`config.mk`:
```
export PLATFORM = sky130hd
export DESIGN_NAME = xml_byte_tokenizer_top_flat
export DESIGN_NICKNAME = d
export VERILOG_FILES = /design/src/rtl/xbt_pkg.sv /design/src/rtl/xbt_if.sv /design/src/rtl/xbt_lexer.sv /design/src/rtl/xml_byte_tokenizer_top.sv /design/src/flat_wrapper.sv
export SDC_FILE = /design/constraint.sdc
export NUM_CORES = 1
export LEC_CHECK = 0
export BUFFER_PORTS_ARGS = -buffer_cell sky130_fd_sc_hd__buf_2
export CORE_MARGIN = 3
export CORE_UTILIZATION = 50
export CTS_CLUSTER_DIAMETER = 200
export DETAILED_ROUTE_END_ITERATION = 6
export PLACE_DENSITY = 0.69
export SLEW_MARGIN = 20
export SYNTH_ARGS = -nofsm -noshare
export SYNTH_HDL_FRONTEND = slang
export SYNTH_SLANG_ARGS = --single-unit
```
`constraint.sdc`:
```
create_clock -name clk -period 3.55 [get_ports clk]
set_input_delay 0.71 -clock clk [delete_from_list [all_inputs] [get_ports clk]]
set_output_delay 0.71 -clock clk [all_outputs]
set_load 0.03 [all_outputs]
```
`src/rtl/xbt_pkg.sv`:
```
// Shared types, character codes and result builders for the XML byte tokenizer.
package xbt_pkg;

    // Lexer mode, one-hot
    typedef enum logic [3:0] {
        MODE_BETWEEN = 4'b0001,
        MODE_TEXT    = 4'b0010,
        MODE_QUOTED  = 4'b0100,
        MODE_WORD    = 4'b1000
    } mode_t;

    // Token-end types
    localparam logic [1:0] TOK_OPEN   = 2'd0;
    localparam logic [1:0] TOK_CLOSE  = 2'd1;
    localparam logic [1:0] TOK_EQUAL  = 2'd2;
    localparam logic [1:0] TOK_STRING = 2'd3;

    // Result kinds
    localparam logic KIND_TEXT = 1'b0;
    localparam logic KIND_END  = 1'b1;

    // Characters of interest
    localparam logic [7:0] CH_LT    = 8'h3C;
    localparam logic [7:0] CH_GT    = 8'h3E;
    localparam logic [7:0] CH_EQ    = 8'h3D;
    localparam logic [7:0] CH_QUOTE = 8'h22;
    localparam logic [7:0] CH_BSL   = 8'h5C;
    localparam logic [7:0] CH_SPACE = 8'h20;
    localparam logic [7:0] CH_TAB   = 8'h09;
    localparam logic [7:0] CH_LF    = 8'h0A;
    localparam logic [7:0] CH_CR    = 8'h0D;

    localparam int unsigned MAX_RES = 3;

    typedef struct packed {
        logic       kind;
        logic [1:0] token_type;
        logic [7:0] byte_value;
    } res_t;

    // Outcome of lexing one byte
    typedef struct packed {
        res_t [MAX_RES-1:0] res;    // res[0] leaves first
        logic [1:0]         count;
        mode_t              mode_next;
        logic               esc_next;
    } dec_t;

    function automatic res_t mk_text(input logic [7:0] b);
        res_t r;
        r.kind       = KIND_TEXT;
        r.token_type = TOK_OPEN;
        r.byte_value = b;
        return r;
    endfunction

    function automatic res_t mk_end(input logic [1:0] t);
        res_t r;
        r.kind       = KIND_END;
        r.token_type = t;
        r.byte_value = 8'h00;
        return r;
    endfunction

endpackage

```
`src/rtl/xbt_if.sv`:
```
// Valid/ready channel interfaces for bytes in and token results out.
interface xbt_byte_if;
    logic       valid;
    logic       ready;
    logic [7:0] byte_in;

    modport source (output valid, output byte_in, input ready);
    modport sink   (input valid, input byte_in, output ready);
endinterface

interface xbt_token_if;
    logic       valid;
    logic       ready;
    logic       kind;
    logic [1:0] token_type;
    logic [7:0] byte_value;
    logic       last;

    modport source (output valid, output kind, output token_type, output byte_value,
                    output last, input ready);
    modport sink   (input valid, input kind, input token_type, input byte_value,
                    input last, output ready);
endinterface

```
`src/rtl/xbt_lexer.sv`:
```
// Combinational lexer: one byte in the current mode to up to three results.
module xbt_lexer
(
    input  xbt_pkg::mode_t mode,
    input  logic           esc,
    input  logic [7:0]     c,
    output xbt_pkg::dec_t  dec
);

    logic is_space;

    assign is_space = (c == xbt_pkg::CH_SPACE) || (c == xbt_pkg::CH_CR) ||
                      (c == xbt_pkg::CH_LF)    || (c == xbt_pkg::CH_TAB);

    always_comb
    begin
        dec           = '0;
        dec.mode_next = mode;
        dec.esc_next  = esc;
        unique case (mode)
            xbt_pkg::MODE_BETWEEN:
            begin
                priority if (c == xbt_pkg::CH_LT)
                begin
                    dec.res[0] = xbt_pkg::mk_text(c);
                    dec.res[1] = xbt_pkg::mk_end(xbt_pkg::TOK_OPEN);
                    dec.count  = 2'd2;
                end
                else if (c == xbt_pkg::CH_GT)
                begin
                    dec.res[0]    = xbt_pkg::mk_text(c);
                    dec.res[1]    = xbt_pkg::mk_end(xbt_pkg::TOK_CLOSE);
                    dec.count     = 2'd2;
                    dec.mode_next = xbt_pkg::MODE_TEXT;
                end
                else if (c == xbt_pkg::CH_EQ)
                begin
                    dec.res[0] = xbt_pkg::mk_text(c);
                    dec.res[1] = xbt_pkg::mk_end(xbt_pkg::TOK_EQUAL);
                    dec.count  = 2'd2;
                end
                else if (c == xbt_pkg::CH_QUOTE)
                begin
                    dec.mode_next = xbt_pkg::MODE_QUOTED;
                end
                else if (!is_space)
                begin
                    // starts a bare word; byte is its first character
                    dec.res[0]    = xbt_pkg::mk_text(c);
                    dec.count     = 2'd1;
                    dec.mode_next = xbt_pkg::MODE_WORD;
                end
                else
                begin
                    // whitespace between tags: skipped, no result
                    dec.count = 2'd0;
                end
            end
            xbt_pkg::MODE_TEXT:
            begin
                if (c == xbt_pkg::CH_LT)
                begin
                    dec.res[0]    = xbt_pkg::mk_end(xbt_pkg::TOK_CLOSE);
                    dec.res[1]    = xbt_pkg::mk_text(c);
                    dec.res[2]    = xbt_pkg::mk_end(xbt_pkg::TOK_OPEN);
                    dec.count     = 2'd3;
                    dec.mode_next = xbt_pkg::MODE_BETWEEN;
                end
                else
                begin
                    dec.res[0] = xbt_pkg::mk_text(c);
                    dec.count  = 2'd1;
                end
            end
            xbt_pkg::MODE_QUOTED:
            begin
                priority if (!esc && c == xbt_pkg::CH_QUOTE)
                begin
                    dec.res[0]    = xbt_pkg::mk_end(xbt_pkg::TOK_STRING);
                    dec.count     = 2'd1;
                    dec.mode_next = xbt_pkg::MODE_BETWEEN;
                end
                else if (!esc && c == xbt_pkg::CH_BSL)
                begin
                    dec.esc_next = 1'b1;
                end
                else
                begin
                    dec.res[0]   = xbt_pkg::mk_text(c);
                    dec.count    = 2'd1;
                    dec.esc_next = 1'b0;
                end
            end
            xbt_pkg::MODE_WORD:
            begin
                priority if (c == xbt_pkg::CH_SPACE)
                begin
                    dec.res[0]    = xbt_pkg::mk_end(xbt_pkg::TOK_STRING);
                    dec.count     = 2'd1;
                    dec.mode_next = xbt_pkg::MODE_BETWEEN;
                end
                else if (c == xbt_pkg::CH_LT)
                begin
                    dec.res[0]    = xbt_pkg::mk_end(xbt_pkg::TOK_STRING);
                    dec.res[1]    = xbt_pkg::mk_text(c);
                    dec.res[2]    = xbt_pkg::mk_end(xbt_pkg::TOK_OPEN);
                    dec.count     = 2'd3;
                    dec.mode_next = xbt_pkg::MODE_BETWEEN;
                end
                else if (c == xbt_pkg::CH_GT)
                begin
                    dec.res[0]    = xbt_pkg::mk_end(xbt_pkg::TOK_STRING);
                    dec.res[1]    = xbt_pkg::mk_text(c);
                    dec.res[2]    = xbt_pkg::mk_end(xbt_pkg::TOK_CLOSE);
                    dec.count     = 2'd3;
                    dec.mode_next = xbt_pkg::MODE_TEXT;
                end
                else if (c == xbt_pkg::CH_EQ)
                begin
                    dec.res[0]    = xbt_pkg::mk_end(xbt_pkg::TOK_STRING);
                    dec.res[1]    = xbt_pkg::mk_text(c);
                    dec.res[2]    = xbt_pkg::mk_end(xbt_pkg::TOK_EQUAL);
                    dec.count     = 2'd3;
                    dec.mode_next = xbt_pkg::MODE_BETWEEN;
                end
                else if (c == xbt_pkg::CH_QUOTE)
                begin
                    dec.res[0]    = xbt_pkg::mk_end(xbt_pkg::TOK_STRING);
                    dec.count     = 2'd1;
                    dec.mode_next = xbt_pkg::MODE_QUOTED;
                end
                else
                begin
                    dec.res[0] = xbt_pkg::mk_text(c);
                    dec.count  = 2'd1;
                end
            end
            default:
            begin
                dec.mode_next = xbt_pkg::MODE_BETWEEN;
                dec.esc_next  = 1'b0;
            end
        endcase
    end

endmodule

```
`src/rtl/xml_byte_tokenizer_top.sv`:
```
// XML byte tokenizer top level: input skid, lexer stage and result group register.
// Path: a byte's first result is offered once the byte has passed the stage register
// and then the result register, later while earlier results still wait.
// Throughput: one byte per cycle while each byte gives at most one result and the
// receiver is ready; a byte giving k results (k up to 3) holds the single result
// port until all k are taken. Reset (rst_n low, asynchronous): lexer back between
// tags, escape clear, all buffers empty; no clearing pass.
module xml_byte_tokenizer_top
(
    input  logic            clk,
    input  logic            rst_n,
    xbt_byte_if.sink        byte_stream,
    xbt_token_if.source     token_stream
);

    // Input side: ready is a register (skid empty), so the sink's ready never
    // waits on the far side of the block.
    logic                    skid_valid_reg, skid_valid_next;
    logic [7:0]              skid_byte_reg;
    logic                    stage_valid_reg, stage_valid_next;
    logic [7:0]              stage_byte_reg, stage_byte_next;

    // Lexer state, moves when a staged byte is decoded
    xbt_pkg::mode_t          mode_reg, mode_next;
    logic                    esc_reg, esc_next;

    // Results of one byte, res[0] at the head; one word out per cycle while ready
    xbt_pkg::res_t [xbt_pkg::MAX_RES-1:0] grp_reg, grp_next;
    logic [1:0]              cnt_reg, cnt_next;

    xbt_pkg::dec_t           dec;
    logic                    in_fire;
    logic                    out_fire;
    logic                    grp_free;
    logic                    stage_adv;

    xbt_lexer u_lexer
    (
        .mode (mode_reg),
        .esc  (esc_reg),
        .c    (stage_byte_reg),
        .dec  (dec)
    );

    assign byte_stream.ready = !skid_valid_reg;
    assign in_fire           = byte_stream.valid && !skid_valid_reg;

    assign token_stream.valid      = (cnt_reg != 2'd0);
    assign token_stream.kind       = grp_reg[0].kind;
    assign token_stream.token_type = grp_reg[0].token_type;
    assign token_stream.byte_value = grp_reg[0].byte_value;
    assign token_stream.last       = (cnt_reg == 2'd1);
    assign out_fire                = token_stream.valid && token_stream.ready;

    // Group can take a new byte's results when empty or emptying this cycle
    assign grp_free  = (cnt_reg == 2'd0) || ((cnt_reg == 2'd1) && token_stream.ready);
    assign stage_adv = stage_valid_reg && grp_free;

    always_comb
    begin
        skid_valid_next  = skid_valid_reg;
        stage_valid_next = stage_valid_reg;
        stage_byte_next  = stage_byte_reg;
        if (!stage_valid_reg || stage_adv)
        begin
            // stage refills: older byte in skid first
            if (skid_valid_reg)
            begin
                stage_valid_next = 1'b1;
                stage_byte_next  = skid_byte_reg;
                skid_valid_next  = 1'b0;
            end
            else
            begin
                stage_valid_next = in_fire;
                stage_byte_next  = byte_stream.byte_in;
            end
        end
        else if (in_fire)
        begin
            skid_valid_next = 1'b1;
        end
    end

    always_comb
    begin
        mode_next = mode_reg;
        esc_next  = esc_reg;
        grp_next  = grp_reg;
        cnt_next  = cnt_reg;
        if (stage_adv)
        begin
            mode_next = dec.mode_next;
            esc_next  = dec.esc_next;
            grp_next  = dec.res;
            cnt_next  = dec.count;
        end
        else if (out_fire)
        begin
            grp_next[0] = grp_reg[1];
            grp_next[1] = grp_reg[2];
            cnt_next    = cnt_reg - 2'd1;
        end
    end

    always_ff @(posedge clk or negedge rst_n)
    begin
        if (!rst_n)
        begin
            skid_valid_reg  <= 1'b0;
            stage_valid_reg <= 1'b0;
            mode_reg        <= xbt_pkg::MODE_BETWEEN;
            esc_reg         <= 1'b0;
            cnt_reg         <= 2'd0;
        end
        else
        begin
            skid_valid_reg  <= skid_valid_next;
            stage_valid_reg <= stage_valid_next;
            mode_reg        <= mode_next;
            esc_reg         <= esc_next;
            cnt_reg         <= cnt_next;
        end
    end

    // Payload, no reset
    always_ff @(posedge clk)
    begin
        if (in_fire && stage_valid_reg && !stage_adv)
        begin
            skid_byte_reg <= byte_stream.byte_in;
        end
        stage_byte_reg <= stage_byte_next;
        grp_reg        <= grp_next;
    end

endmodule

```
`src/flat_wrapper.sv`:
```
// flat-port wrapper written by rule: the top's interface ports become plain ports
module xml_byte_tokenizer_top_flat 
  (clk, rst_n, byte_stream_valid, byte_stream_byte_in, byte_stream_ready, token_stream_valid, token_stream_kind, token_stream_token_type, token_stream_byte_value, token_stream_last, token_stream_ready);
  xbt_byte_if byte_stream_i ();
  xbt_token_if token_stream_i ();
  input  logic clk;
  input  logic rst_n;
  input wire logic [$bits(byte_stream_i.valid)-1:0] byte_stream_valid;
  input wire logic [$bits(byte_stream_i.byte_in)-1:0] byte_stream_byte_in;
  output wire logic [$bits(byte_stream_i.ready)-1:0] byte_stream_ready;
  output wire logic [$bits(token_stream_i.valid)-1:0] token_stream_valid;
  output wire logic [$bits(token_stream_i.kind)-1:0] token_stream_kind;
  output wire logic [$bits(token_stream_i.token_type)-1:0] token_stream_token_type;
  output wire logic [$bits(token_stream_i.byte_value)-1:0] token_stream_byte_value;
  output wire logic [$bits(token_stream_i.last)-1:0] token_stream_last;
  input wire logic [$bits(token_stream_i.ready)-1:0] token_stream_ready;
  assign byte_stream_i.valid = byte_stream_valid;
  assign byte_stream_i.byte_in = byte_stream_byte_in;
  assign byte_stream_ready = byte_stream_i.ready;
  assign token_stream_valid = token_stream_i.valid;
  assign token_stream_kind = token_stream_i.kind;
  assign token_stream_token_type = token_stream_i.token_type;
  assign token_stream_byte_value = token_stream_i.byte_value;
  assign token_stream_last = token_stream_i.last;
  assign token_stream_i.ready = token_stream_ready;
  xml_byte_tokenizer_top u_core (.clk(clk), .rst_n(rst_n), .byte_stream(byte_stream_i), .token_stream(token_stream_i));
endmodule
```
# == Word-level counts from Yosys, hierarchy flattened ==
# Index checks and enable logic that the tools add are counted.
# W data, S select, Z words.
# classes
n_reduce_logical,24
n_mux,40
n_eq_ne,21
add_sub_neg,1
bitwise_logic,1
# ops
operator,count
$mux W22,5
$mux W39,2
$pmux W13 S4,1
$eq A8 B6 Y1 const B,5
$mux W13,3
$mux W17,2
$pmux W11 S3,1
$mux W10,3
$mux W28,1
$mux W4,7
$eq A8 B4 Y1 const B,3
$mux W24,1
$pmux W11 S2,1
$mux W8,2
$pmux W4 S4,1
$mux W11,1
$eq A8 B7 Y1 const B,1
$logic_and A1 B1 Y1,8
$ne A2 B2 Y1 const B,4
$reduce_and A7 Y1,1
$mux W1,6
$ne A6 B6 Y1 const B,1
$reduce_bool A2 Y1,3
$logic_or A1 B1 Y1,5
other kinds (15),19
# totals
ff_bits,58
input_bits,12
word_cells,103
output_inout_bits,14

# == Longest topological paths before layout ==
# Gate-level depths: netlist (run 1).
# depth
ltp_word,11
ltp_mapped,9
ltp_nobuf,8

# == By module ==
# A second synthesis (run 1) with hierarchy kept.
# hier_totals
hier_cells,263
hier_area_um2,3265.6
# modules_own_cells
module,seq_area_each_um2,cells_each,instances,area_per_inst_um2
xml_byte_tokenizer_top,1697.9,130,1,2352.3
xbt_lexer,0.0,133,1,913.4

# == Least setup slack after synthesis (run 1) ==
# No wires, ideal clock.
# synth_timing
path_kind,register -> register
start,reg u_core.cnt_reg[0]
end,reg u_core.skid_byte_reg[0] (enable)
path_slack_ns,1.336
synth_period_minus_slack_ns,2.214
t_required_ns,3.165
stages_incl_launch_ff,5
path_buffers,0
setup_ns,0.385
arrival_time_ns,1.828
path_cell_list,dfrtp_1 -> ha_1 -> a21oi_1 -> nand2_1 -> nor3b_1
# synth_via
elab_chain_cells,6
elab_cells_between_ends,7
classes_between,eq/ne (1); reduce/logical (6)
# synth_lines
element,line,source
"start, declared",xml_byte_tokenizer_top.sv:29,"logic [1:0] cnt_reg, cnt_next;"
"start signal, assigned",xml_byte_tokenizer_top.sv:122,cnt_reg <= cnt_next;
$eq A2 B1 Y1,--,
net token_stream_last,flat_wrapper.sv:15,output wire logic [$bits(token_stream_i.last)-1:0] token_stream_last;
$logic_and A1 B1 Y1,xml_byte_tokenizer_top.sv:56,assign grp_free = (cnt_reg == 2'd0) || ((cnt_reg == 2'd1) && token_stream.ready);
$logic_or A1 B1 Y1,xml_byte_tokenizer_top.sv:56,
$logic_and A1 B1 Y1,xml_byte_tokenizer_top.sv:57,assign stage_adv = stage_valid_reg && grp_free;
$logic_not A1 Y1,xml_byte_tokenizer_top.sv:129,if (in_fire && stage_valid_reg && !stage_adv)
$logic_and A1 B1 Y1,xml_byte_tokenizer_top.sv:129,
"end signal, assigned",xml_byte_tokenizer_top.sv:131,skid_byte_reg <= byte_stream.byte_in;
"end, declared",xml_byte_tokenizer_top.sv:19,logic [7:0] skid_byte_reg;
# The timed path passes the listed nets, and every way through them passes these cells.
# A chain may end at the register's enable or synchronous reset.

==> key figures, run 1 <==
Route
  • DR iter-0 viols: 88
  • DRC Markers: 0
  • Total wire length: 4600 microns
  • Avg Vias per Cell: 5.66
  • DRT Pass-1 Iters: 5
  • WL/cell: 15.4 microns
  • Post-route ant nets: 0
  • Vias: 1688

Final layout
  • Layout cells sized above 1: 24.2%
  • Area Overhead vs Synth: 9.69%
  • Nets: 244
  • Fillers: 438
  • Layout Utilization: 57.6%
  • Number of antenna diodes: 0
  • Max FFs per register: 14
  • Final Non-Filler Cells: 298

Floorplanning
  • Die Y: 77.2 microns
  • Die area: 0.00595 sq mm
  • FP Rows: 25
  • Io pins: 26
  • Die width: 77.2 microns
  • Core region area: 0.00482 sq mm
  • Starting Density: 52.5%

Setup path
  • CP Capture Type: register
  • Setup CP Type: register to register
  • Crit path max fanout: 8
  • Crit path launch: u_core.mode_reg[0]
  • CP required: 3.61 ns
  • Setup crit start kind: register
  • Slowest CP cell: nor3_1
  • Worst Path Arrival: 2.49 ns
  • Cell mode on critical path: nand2_1
  • Critical R2R Launch: u_core.mode_reg[0]
  • Critical path's top delay family: simple AND/OR/NAND/NOR gates
  • CP Cell Sequence: nor4b_1, buf_4, nor3_1, nand2_1, nand2_1, a21oi_1, a22o_1
  • Slowest stage delay, CP: 0.83 ns
  • WP buf/inv: 1

Global routing
  • Number of antenna violations at the first check in global routing: 0
  • Vias in the first global route: 1630
  • Global Route Usage Sum: 16.5%
  • Remaining global-route overflow: 0
  • Largest net degree at the start of global routing: 22
  • First-pass GRT wire length: 7730 microns

Status
  • Outcome: complete, no violations

Clock tree
  • H-tree Lvls: 2
  • Worst-Skew Late Latency: 0.30 ns
  • CTS root buf: clkbuf_8
  • TritonCTS clock tree: built
  • Max clock buf depth: 2
  • Clk sink count: 50
  • Clk slew on worst S/H paths: 0.09 ns
  • CTS Hold Buffers Added: 0
  • Post-CTS Setup Inserts: 0
  • Post-CTS sizing: 0
  • Cts bufs inserted: 5

Logic synthesis
  • Prevailing post-synth register cell: edfxtp_1
  • Avg Cell Area, Syn: 12.1 sq um
  • Synth Cell Area: 0.00253 sq mm
  • EDFF count, synth: 41
  • Async SR Flop Fraction: 18.0%
  • Sequential element share of the synthesized area: 57.6%
  • Distinct cell type count after synthesis: 48
  • Yosys warns: 0
  • Gate Count Post-Synth: 210
  • Yosys reg bits: 50

STA
  • Final hold violation count: 0
  • Clock Skew: 0.00485 ns
  • Max-slew violations: 0
  • Fin crit share: 68.3%
  • Setup TNS: 0 ns
  • Slew headroom: 31.1%
  • Fin crit period: 2.43 ns
  • Setup Viol. Count Final: 0
  • RSZ-0062 raised after global routing: false
  • WHS: 0.243 ns
  • Fmax: 412 MHz
  • Worst slew pin tran: 1.03 ns

Placement
  • Gpl congestion: 0.887
  • PortBufs: 25
  • DP HPWL: 3380 microns
  • Post-Place Cells: 290

Flow run
  • Max-Cap Viols: 0

Worst hold path
  • Worst Hold Class: primary input to asynchronous set/reset pin

Pwr
  • Leakage: 1.04 nW
  • Worst vdd ir: 484 uV
  • Pwr Density: 955 mW/mm^2
[cell families after synthesis]
group                      after synthesis  synth area share (%)
other                                    1                 0.148
buffers and inverters                   24                  5.29
muxes                                   13                  5.68
AOI/OAI and AO/OA                       50                  14.3
and+or+nand+nor                         69                  15.6
adders and majority gates                3                  1.38
DFF                                     50                  57.6
[path summary, 6_finish.rpt]
check / cells after the start / slack (ns) / endpoint
setup / recovery: 7 / 1.12 / u_core.token_stream.byte_value[4]
hold / removal: 1 / 0.24 / u_core.stage_valid_reg
setup reg to reg: 7 / 1.12 / u_core.token_stream.byte_value[4]
hold reg to reg: 1 / 0.53 / u_core.token_stream.kind
max in group asynchronous: 1 / 3.06 / u_core.mode_reg[0]
min in group clk: 1 / 0.53 / u_core.token_stream.kind
[placed cells by master, fill, tap and decap left out, drive strengths merged, types with 4 or more instances in the layout]
master   n
clkbuf   6
nor2    11
nor3b    6
buf     29
o21ai   10
nor4b    5
mux2    11
dfrtp    8
a21oi   13
inv      7
nand2b   4
a22o     6
edfxtp  41
nor3     7
nand2   17
[routing by layer]
layer	GRT usage [%]	vias up	routed length, microns
met2	26.6	57	2200
met5	0	-	0
met3	3.52	5	269
met1	22.1	788	2080
li1	-	838	-
met4	5.52	0	44
[Yosys cell counts (4+ instances only)]
master / n / share of area [%]
edfxtp_1: 41 / 49
nand2_1: 17 / 2.5
a21oi_1: 12 / 2.4
buf_4: 11 / 3.3
mux2_2: 11 / 4.9
nor2_1: 11 / 1.6
o21ai_0: 10 / 2.0
dfrtp_1: 8 / 7.9
inv_1: 7 / 1.0
nor3_1: 7 / 1.4
a22o_1: 6 / 2.1
nor3b_1: 5 / 1.5
clkbuf_1: 4 / 0.59
nand2b_1: 4 / 0.99
nor4b_1: 4 / 1.4
[stage by stage]
step,total power [mW],setup WS (ns),cell area [sq um]
2_1_floorplan,2.05,1.34,2530
3_3_place_gp,2.25,1.25,2670
3_5_place_dp,2.27,1.15,2670
4_1_cts,2.66,1.15,2780
5_1_grt,2.82,0.909,2780
6_report,2.65,1.12,2780
[cell type report]
cell class | instances | area [sq um] | share of cell area, %
clock inverters | 2 | 37.5 | 1.35
clock buffers | 6 | 72.6 | 2.61
inverters | 7 | 26.3 | 0.946
repair buffers | 29 | 155 | 5.59
multi-input cells | 137 | 943 | 34.0
well taps | 67 | 83.8 | 3.02
flip-flops and latches | 50 | 1460 | 52.5
[power breakdown]
| group | internal [mW] | switching [mW] | total [mW] | leakage (nW) |
|---|---|---|---|---|
| logic | 0.405 | 0.704 | 1.11 | 0.467 |
| clock network | 0.210 | 0.178 | 0.388 | 0.0514 |
| registers | 0.962 | 0.192 | 1.15 | 0.519 |
| total | 1.58 | 1.07 | 2.65 | 1.04 |
No activity file was read; power rests on OpenSTA's default activity.
==> inputs of run 2 (changes only) <==
Clock period 3.55 ns to 2.3 ns, I/O delays scaled along.
==> key figures, run 2 (synthesis gave the netlist of run 1 again) <==
Route
  • WL/cell: 15.1 microns
  • Avg Vias per Cell: 5.71
  • DR iter-0 viols: 124
  • Post-route ant nets: 0
  • DRC Markers: 0
  • Vias: 1844
  • DRT Pass-1 Iters: 4
  • Total wire length: 4890 microns

Final layout
  • Nets: 269
  • Max FFs per register: 14
  • Commonest non-fill, non-tap cell in the layout: edfxtp_1
  • Commonest cells after routing, fill and taps aside: 41 x edfxtp_1, 28 x buf_4, 25 x buf_2
  • Multi-input gate area: 967 sq um
  • Number of antenna diodes: 0
  • Layout Utilization: 61.7%
  • Area Overhead vs Synth: 17.4%
  • Fillers: 411
  • Sequential cell area: 0.00146 sq mm
  • Layout cells sized above 1: 33.6%
  • Final Non-Filler Cells: 323

Pwr
  • Switch Pwr: 1.76 mW
  • Net Sw Frac: 40.5%
  • Pwr Density: 1460 mW/mm^2
  • Leakage: 1.16 nW
  • Clk pwr share: 11.7%
  • Flop pwr share: 39.7%
  • Int Pwr: 2.58 mW
  • Combinational group share of total power: 48.6%
  • Worst vdd ir: 860 uV

Clock tree
  • Worst-Skew Late Latency: 0.31 ns
  • Max clock buf depth: 2
  • H-tree Lvls: 2
  • Clk slew on worst S/H paths: 0.09 ns
  • CTS root buf: clkbuf_8
  • Cts bufs inserted: 5
  • TritonCTS clock tree: built
  • Clk sink count: 50
  • Post-CTS Setup Inserts: 0

Floorplanning
  • Starting Density: 52.5%
  • Io pins: 26
  • Die width: 77.2 microns
  • Core region area: 0.00482 sq mm
  • FP Rows: 25
  • Die area: 0.00595 sq mm
  • Die Y: 77.2 microns

Setup path
  • R2R Path End: u_core.token_stream.byte_value[5]
  • CP Capture Type: register
  • Worst R2R Setup Slack: 0.13 ns
  • Critical R2R Launch: u_core.stage_byte_reg[7]
  • Setup CP Type: register to register
  • Worst Path Arrival: 2.24 ns
  • CP required: 2.37 ns
  • FF-to-FF path depth: 6
  • Crit path max fanout: 4
  • Setup crit start kind: register

STA
  • Fin crit period: 2.17 ns
  • Clock Skew: 0.00447 ns
  • Worst slew pin tran: 0.583 ns
  • Fmax: 460 MHz
  • Max-slew violations: 0
  • Setup Viol. Count Final: 0
  • Final hold violation count: 0
  • RSZ-0062 raised after global routing: false
  • Setup TNS: 0 ns
  • Fin crit share: 94.5%
  • WHS: 0.337 ns
  • Slew headroom: 60.9%

Flow run
  • Max-Cap Viols: 0

Worst hold path
  • Worst Hold Class: primary input to register
  • Hold path start: byte_stream_byte_in[4]
  • Worst Hold Endpoint: u_core.skid_byte_reg[4]
  • Hold path cells: 1

Global routing
  • Number of antenna violations at the first check in global routing: 0
  • First-pass GRT wire length: 8240 microns
  • Vias in the first global route: 1707
  • Remaining global-route overflow: 0
  • Largest net degree at the start of global routing: 24
  • Global Route Usage Sum: 17.4%

Placement
  • Gpl congestion: 0.868
  • DP HPWL: 3620 microns
  • PortBufs: 25
  • Post-Place Cells: 314

Status
  • Outcome: complete, no violations
run 2: cell count changes in the layout (fill, tap and decap cells not counted), sizes merged:
cell / before / now
dlygate4sd3: 0 / 1
clkbuf: 6 / 5
buf: 29 / 53
bufinv: 1 / 0
clkinv: 0 / 3
clkinvlp: 1 / 0
run 2: how the worst max path moves through the flow:
stage                                   startpoint                           endpoint  slack [ns]  cells after the start
after floorplan                  u_core.cnt_reg[0]            u_core.skid_byte_reg[0]        0.09                      4
after global placement    u_core.stage_byte_reg[3]                 u_core.mode_reg[1]        0.07                      6
after detailed placement  u_core.stage_byte_reg[7]                 u_core.mode_reg[3]        0.08                      6
after CTS                       u_core.mode_reg[1]                 u_core.grp_reg[15]        0.06                      4
after global routing      u_core.stage_byte_reg[3]                 u_core.mode_reg[2]       0.007                      6
final                     u_core.stage_byte_reg[7]  u_core.token_stream.byte_value[5]        0.13                      6
run 2: through the flow:
| stage | power [mW] | instance area, sq um | setup WS [ns] |
|---|---|---|---|
| floorplan | 3.17 | 2530 | 0.0862 |
| global placement | 3.77 | 2850 | 0.0678 |
| detailed placement | 3.80 | 2850 | 0.0834 |
| CTS | 4.31 | 2950 | 0.0613 |
| global route | 4.62 | 2970 | 0.00682 |
| finish | 4.33 | 2970 | 0.126 |
run 2: metal layers:
layer,vias to the layer above,track usage [%],part of all wire (%),wire (microns)
li1,888,-,-,-
met1,854,24.3,44,2170
met2,82,26.0,46,2230
met3,20,3.40,6.5,317
met4,0,8.01,3.5,172
met5,-,0,0,0
run 2: timing repair:
item                                    in CTS  in global routing
hold buffers                                 1                  0
endpoints found under the hold margin        8                  0
resized for setup                            0                  6
endpoints found under the setup margin       0                 14
run 2: layout make-up:
class,instances,share of cell area (%)
timing repair buffer,54,11.6
clock inverter,3,0.716
multi-input combinational,137,32.6
inverter,7,0.885
tap,67,2.82
sequential,50,49.1
clock buffer,5,2.32
run 2: power groups by stage:
stage	clock network, mW	registers, mW	logic [mW]
5_1_grt	0.549	1.78	2.29
2_1_floorplan	0	1.68	1.49
6_report	0.506	1.72	2.11
3_5_place_dp	0	1.74	2.06
4_1_cts	0.517	1.72	2.07
3_3_place_gp	0	1.73	2.04
run 2: critical path, cell delays in order, from the launching register on:
cell and delay (ns):
edfxtp_1 0.43, or3b_2 0.51, nor4_2 0.19, a22o_1 0.24
o31a_1 0.24, nand2_1 0.07, a32o_1 0.26
==> inputs of run 3 (changes only) <==
Settings changed: BUFFER_PORTS_ARGS -buffer_cell sky130_fd_sc_hd__buf_2 to -buffer_cell sky130_fd_sc_hd__clkbuf_2.
==> key figures, run 3 (synthesis gave the netlist of run 1 again) <==
Worst hold path
  • Worst Hold Class: primary input to register

Route
  • DRC Markers: 0
  • WL/cell: 15.7 microns
  • Vias: 1827
  • Post-route ant nets: 0
  • Avg Vias per Cell: 5.62
  • Total wire length: 5090 microns
  • DRT Pass-1 Iters: 4
  • DR iter-0 viols: 154

Pwr
  • Switch Pwr: 1.78 mW
  • Pwr Total: 4.39 mW
  • Pwr Density: 1470 mW/mm^2
  • Int Pwr: 2.61 mW
  • Clk pwr share: 11.5%
  • Leakage: 1.17 nW
  • Flop pwr share: 39.4%
  • Combinational group share of total power: 49.0%
  • Worst vdd ir: 868 uV
  • Net Sw Frac: 40.6%

Global routing
  • Largest net degree at the start of global routing: 24
  • Global Route Usage Sum: 17.5%
  • Number of antenna violations at the first check in global routing: 0
  • Vias in the first global route: 1667
  • First-pass GRT wire length: 8240 microns
  • Remaining global-route overflow: 0

Final layout
  • Number of antenna diodes: 0
  • Commonest non-fill, non-tap cell in the layout: edfxtp_1
  • Layout Utilization: 61.9%
  • Multi-input gate area: 966 sq um
  • Nets: 271
  • Commonest cells after routing, fill and taps aside: 41 x edfxtp_1, 30 x buf_4, 25 x clkbuf_2
  • Layout cells sized above 1: 34.1%
  • Sequential cell area: 0.00146 sq mm
  • Fillers: 408
  • Area Overhead vs Synth: 17.9%
  • Max FFs per register: 14

STA
  • Slew headroom: 58.8%
  • Final hold violation count: 0
  • Fin crit share: 94.9%
  • Fmax: 458 MHz
  • Final WS setup: 0.117 ns
  • Clock Skew: 0.00634 ns
  • Worst slew pin tran: 0.613 ns
  • Setup Viol. Count Final: 0
  • Fin crit period: 2.18 ns
  • RSZ-0062 raised after global routing: false
  • Max-slew violations: 0
  • WHS: 0.337 ns
  • Setup TNS: 0 ns

Setup path
  • Setup crit start kind: register
  • CP Capture Type: register
  • Setup CP Type: register to register
  • Crit path max fanout: 7
  • Worst Path Arrival: 2.36 ns
  • CP required: 2.48 ns

Floorplanning
  • Die area: 0.00595 sq mm
  • FP Rows: 25
  • Core region area: 0.00482 sq mm
  • Die width: 77.2 microns
  • Io pins: 26
  • Starting Density: 52.5%
  • Die Y: 77.2 microns

Clock tree
  • Clk slew on worst S/H paths: 0.09 ns
  • H-tree Lvls: 2
  • Max clock buf depth: 2
  • TritonCTS clock tree: built
  • Cts bufs inserted: 5
  • Worst-Skew Late Latency: 0.30 ns
  • Clk sink count: 50
  • CTS root buf: clkbuf_8

Placement
  • Gpl congestion: 0.862
  • Place WS: 0.0697 ns
  • DP HPWL: 3630 microns
  • PortBufs: 25

Status
  • Outcome: complete, no violations

Flow run
  • Max-Cap Viols: 0
==> run 3: critical path, cell delays in order (launching register included) <==
cell and delay, ns:
dfstp_2 0.59, inv_1 0.07, or4_4 0.56, or4_4 0.56, nand3_1 0.12, a32o_1 0.16
==> run 3: power by group through the flow <==
stage               clock, mW  combinational (mW)  sequential (mW)
CTS                     0.518                2.08             1.72
floorplan                   0                1.49             1.68
finish                  0.507                2.15             1.73
global route            0.565                2.33             1.78
global placement            0                2.05             1.73
detailed placement          0                2.07             1.75
==> run 3: routing by layer <==
layer,GRT usage [%],wire length [microns]
met5,0,0
met4,4.98,78
met3,3.99,297
met2,27.0,2390
met1,24.6,2320
==> run 3: final timing paths <==
check,slack (ns),depth (start not counted),to,from
worst max-delay path,0.12,5,u_core.token_stream.byte_value[6],u_core.mode_reg[0]
worst min-delay path,0.34,1,u_core.skid_byte_reg[4],byte_stream_byte_in[4]
worst max register to register,0.12,5,u_core.token_stream.byte_value[6],u_core.mode_reg[0]
worst min register to register,0.53,1,u_core.token_stream.kind,u_core.grp_reg[21]
max in group asynchronous,1.50,2,u_core.mode_reg[0],rst_n
min in group asynchronous,0.54,2,u_core.cnt_reg[1],rst_n
==> run 3: metrics by stage <==
step | instance area, sq um | instances
2_1_floorplan | 2530 | 211
3_3_place_gp | 2850 | 314
3_5_place_dp | 2850 | 314
4_1_cts | 2950 | 323
5_1_grt | 2980 | 325
6_report | 2980 | 325
==> run 3: final cells by class <==
type | instances | area share, %
Inverter | 7 | 0.881
Multi-Input combinational cell | 137 | 32.4
Clock inverter | 3 | 0.713
Clock buffer | 5 | 2.31
Sequential cell | 50 | 48.8
Tap cell | 67 | 2.81
Timing Repair Buffer | 56 | 12.1
==> run 3: what timing repair did <==
item                                    4_1_cts  5_1_grt
hold buffers                                  1        0
resized for setup                             0        5
endpoints found under the hold margin         8        0
setup buffers                                 0        2
endpoints found under the setup margin        0       13
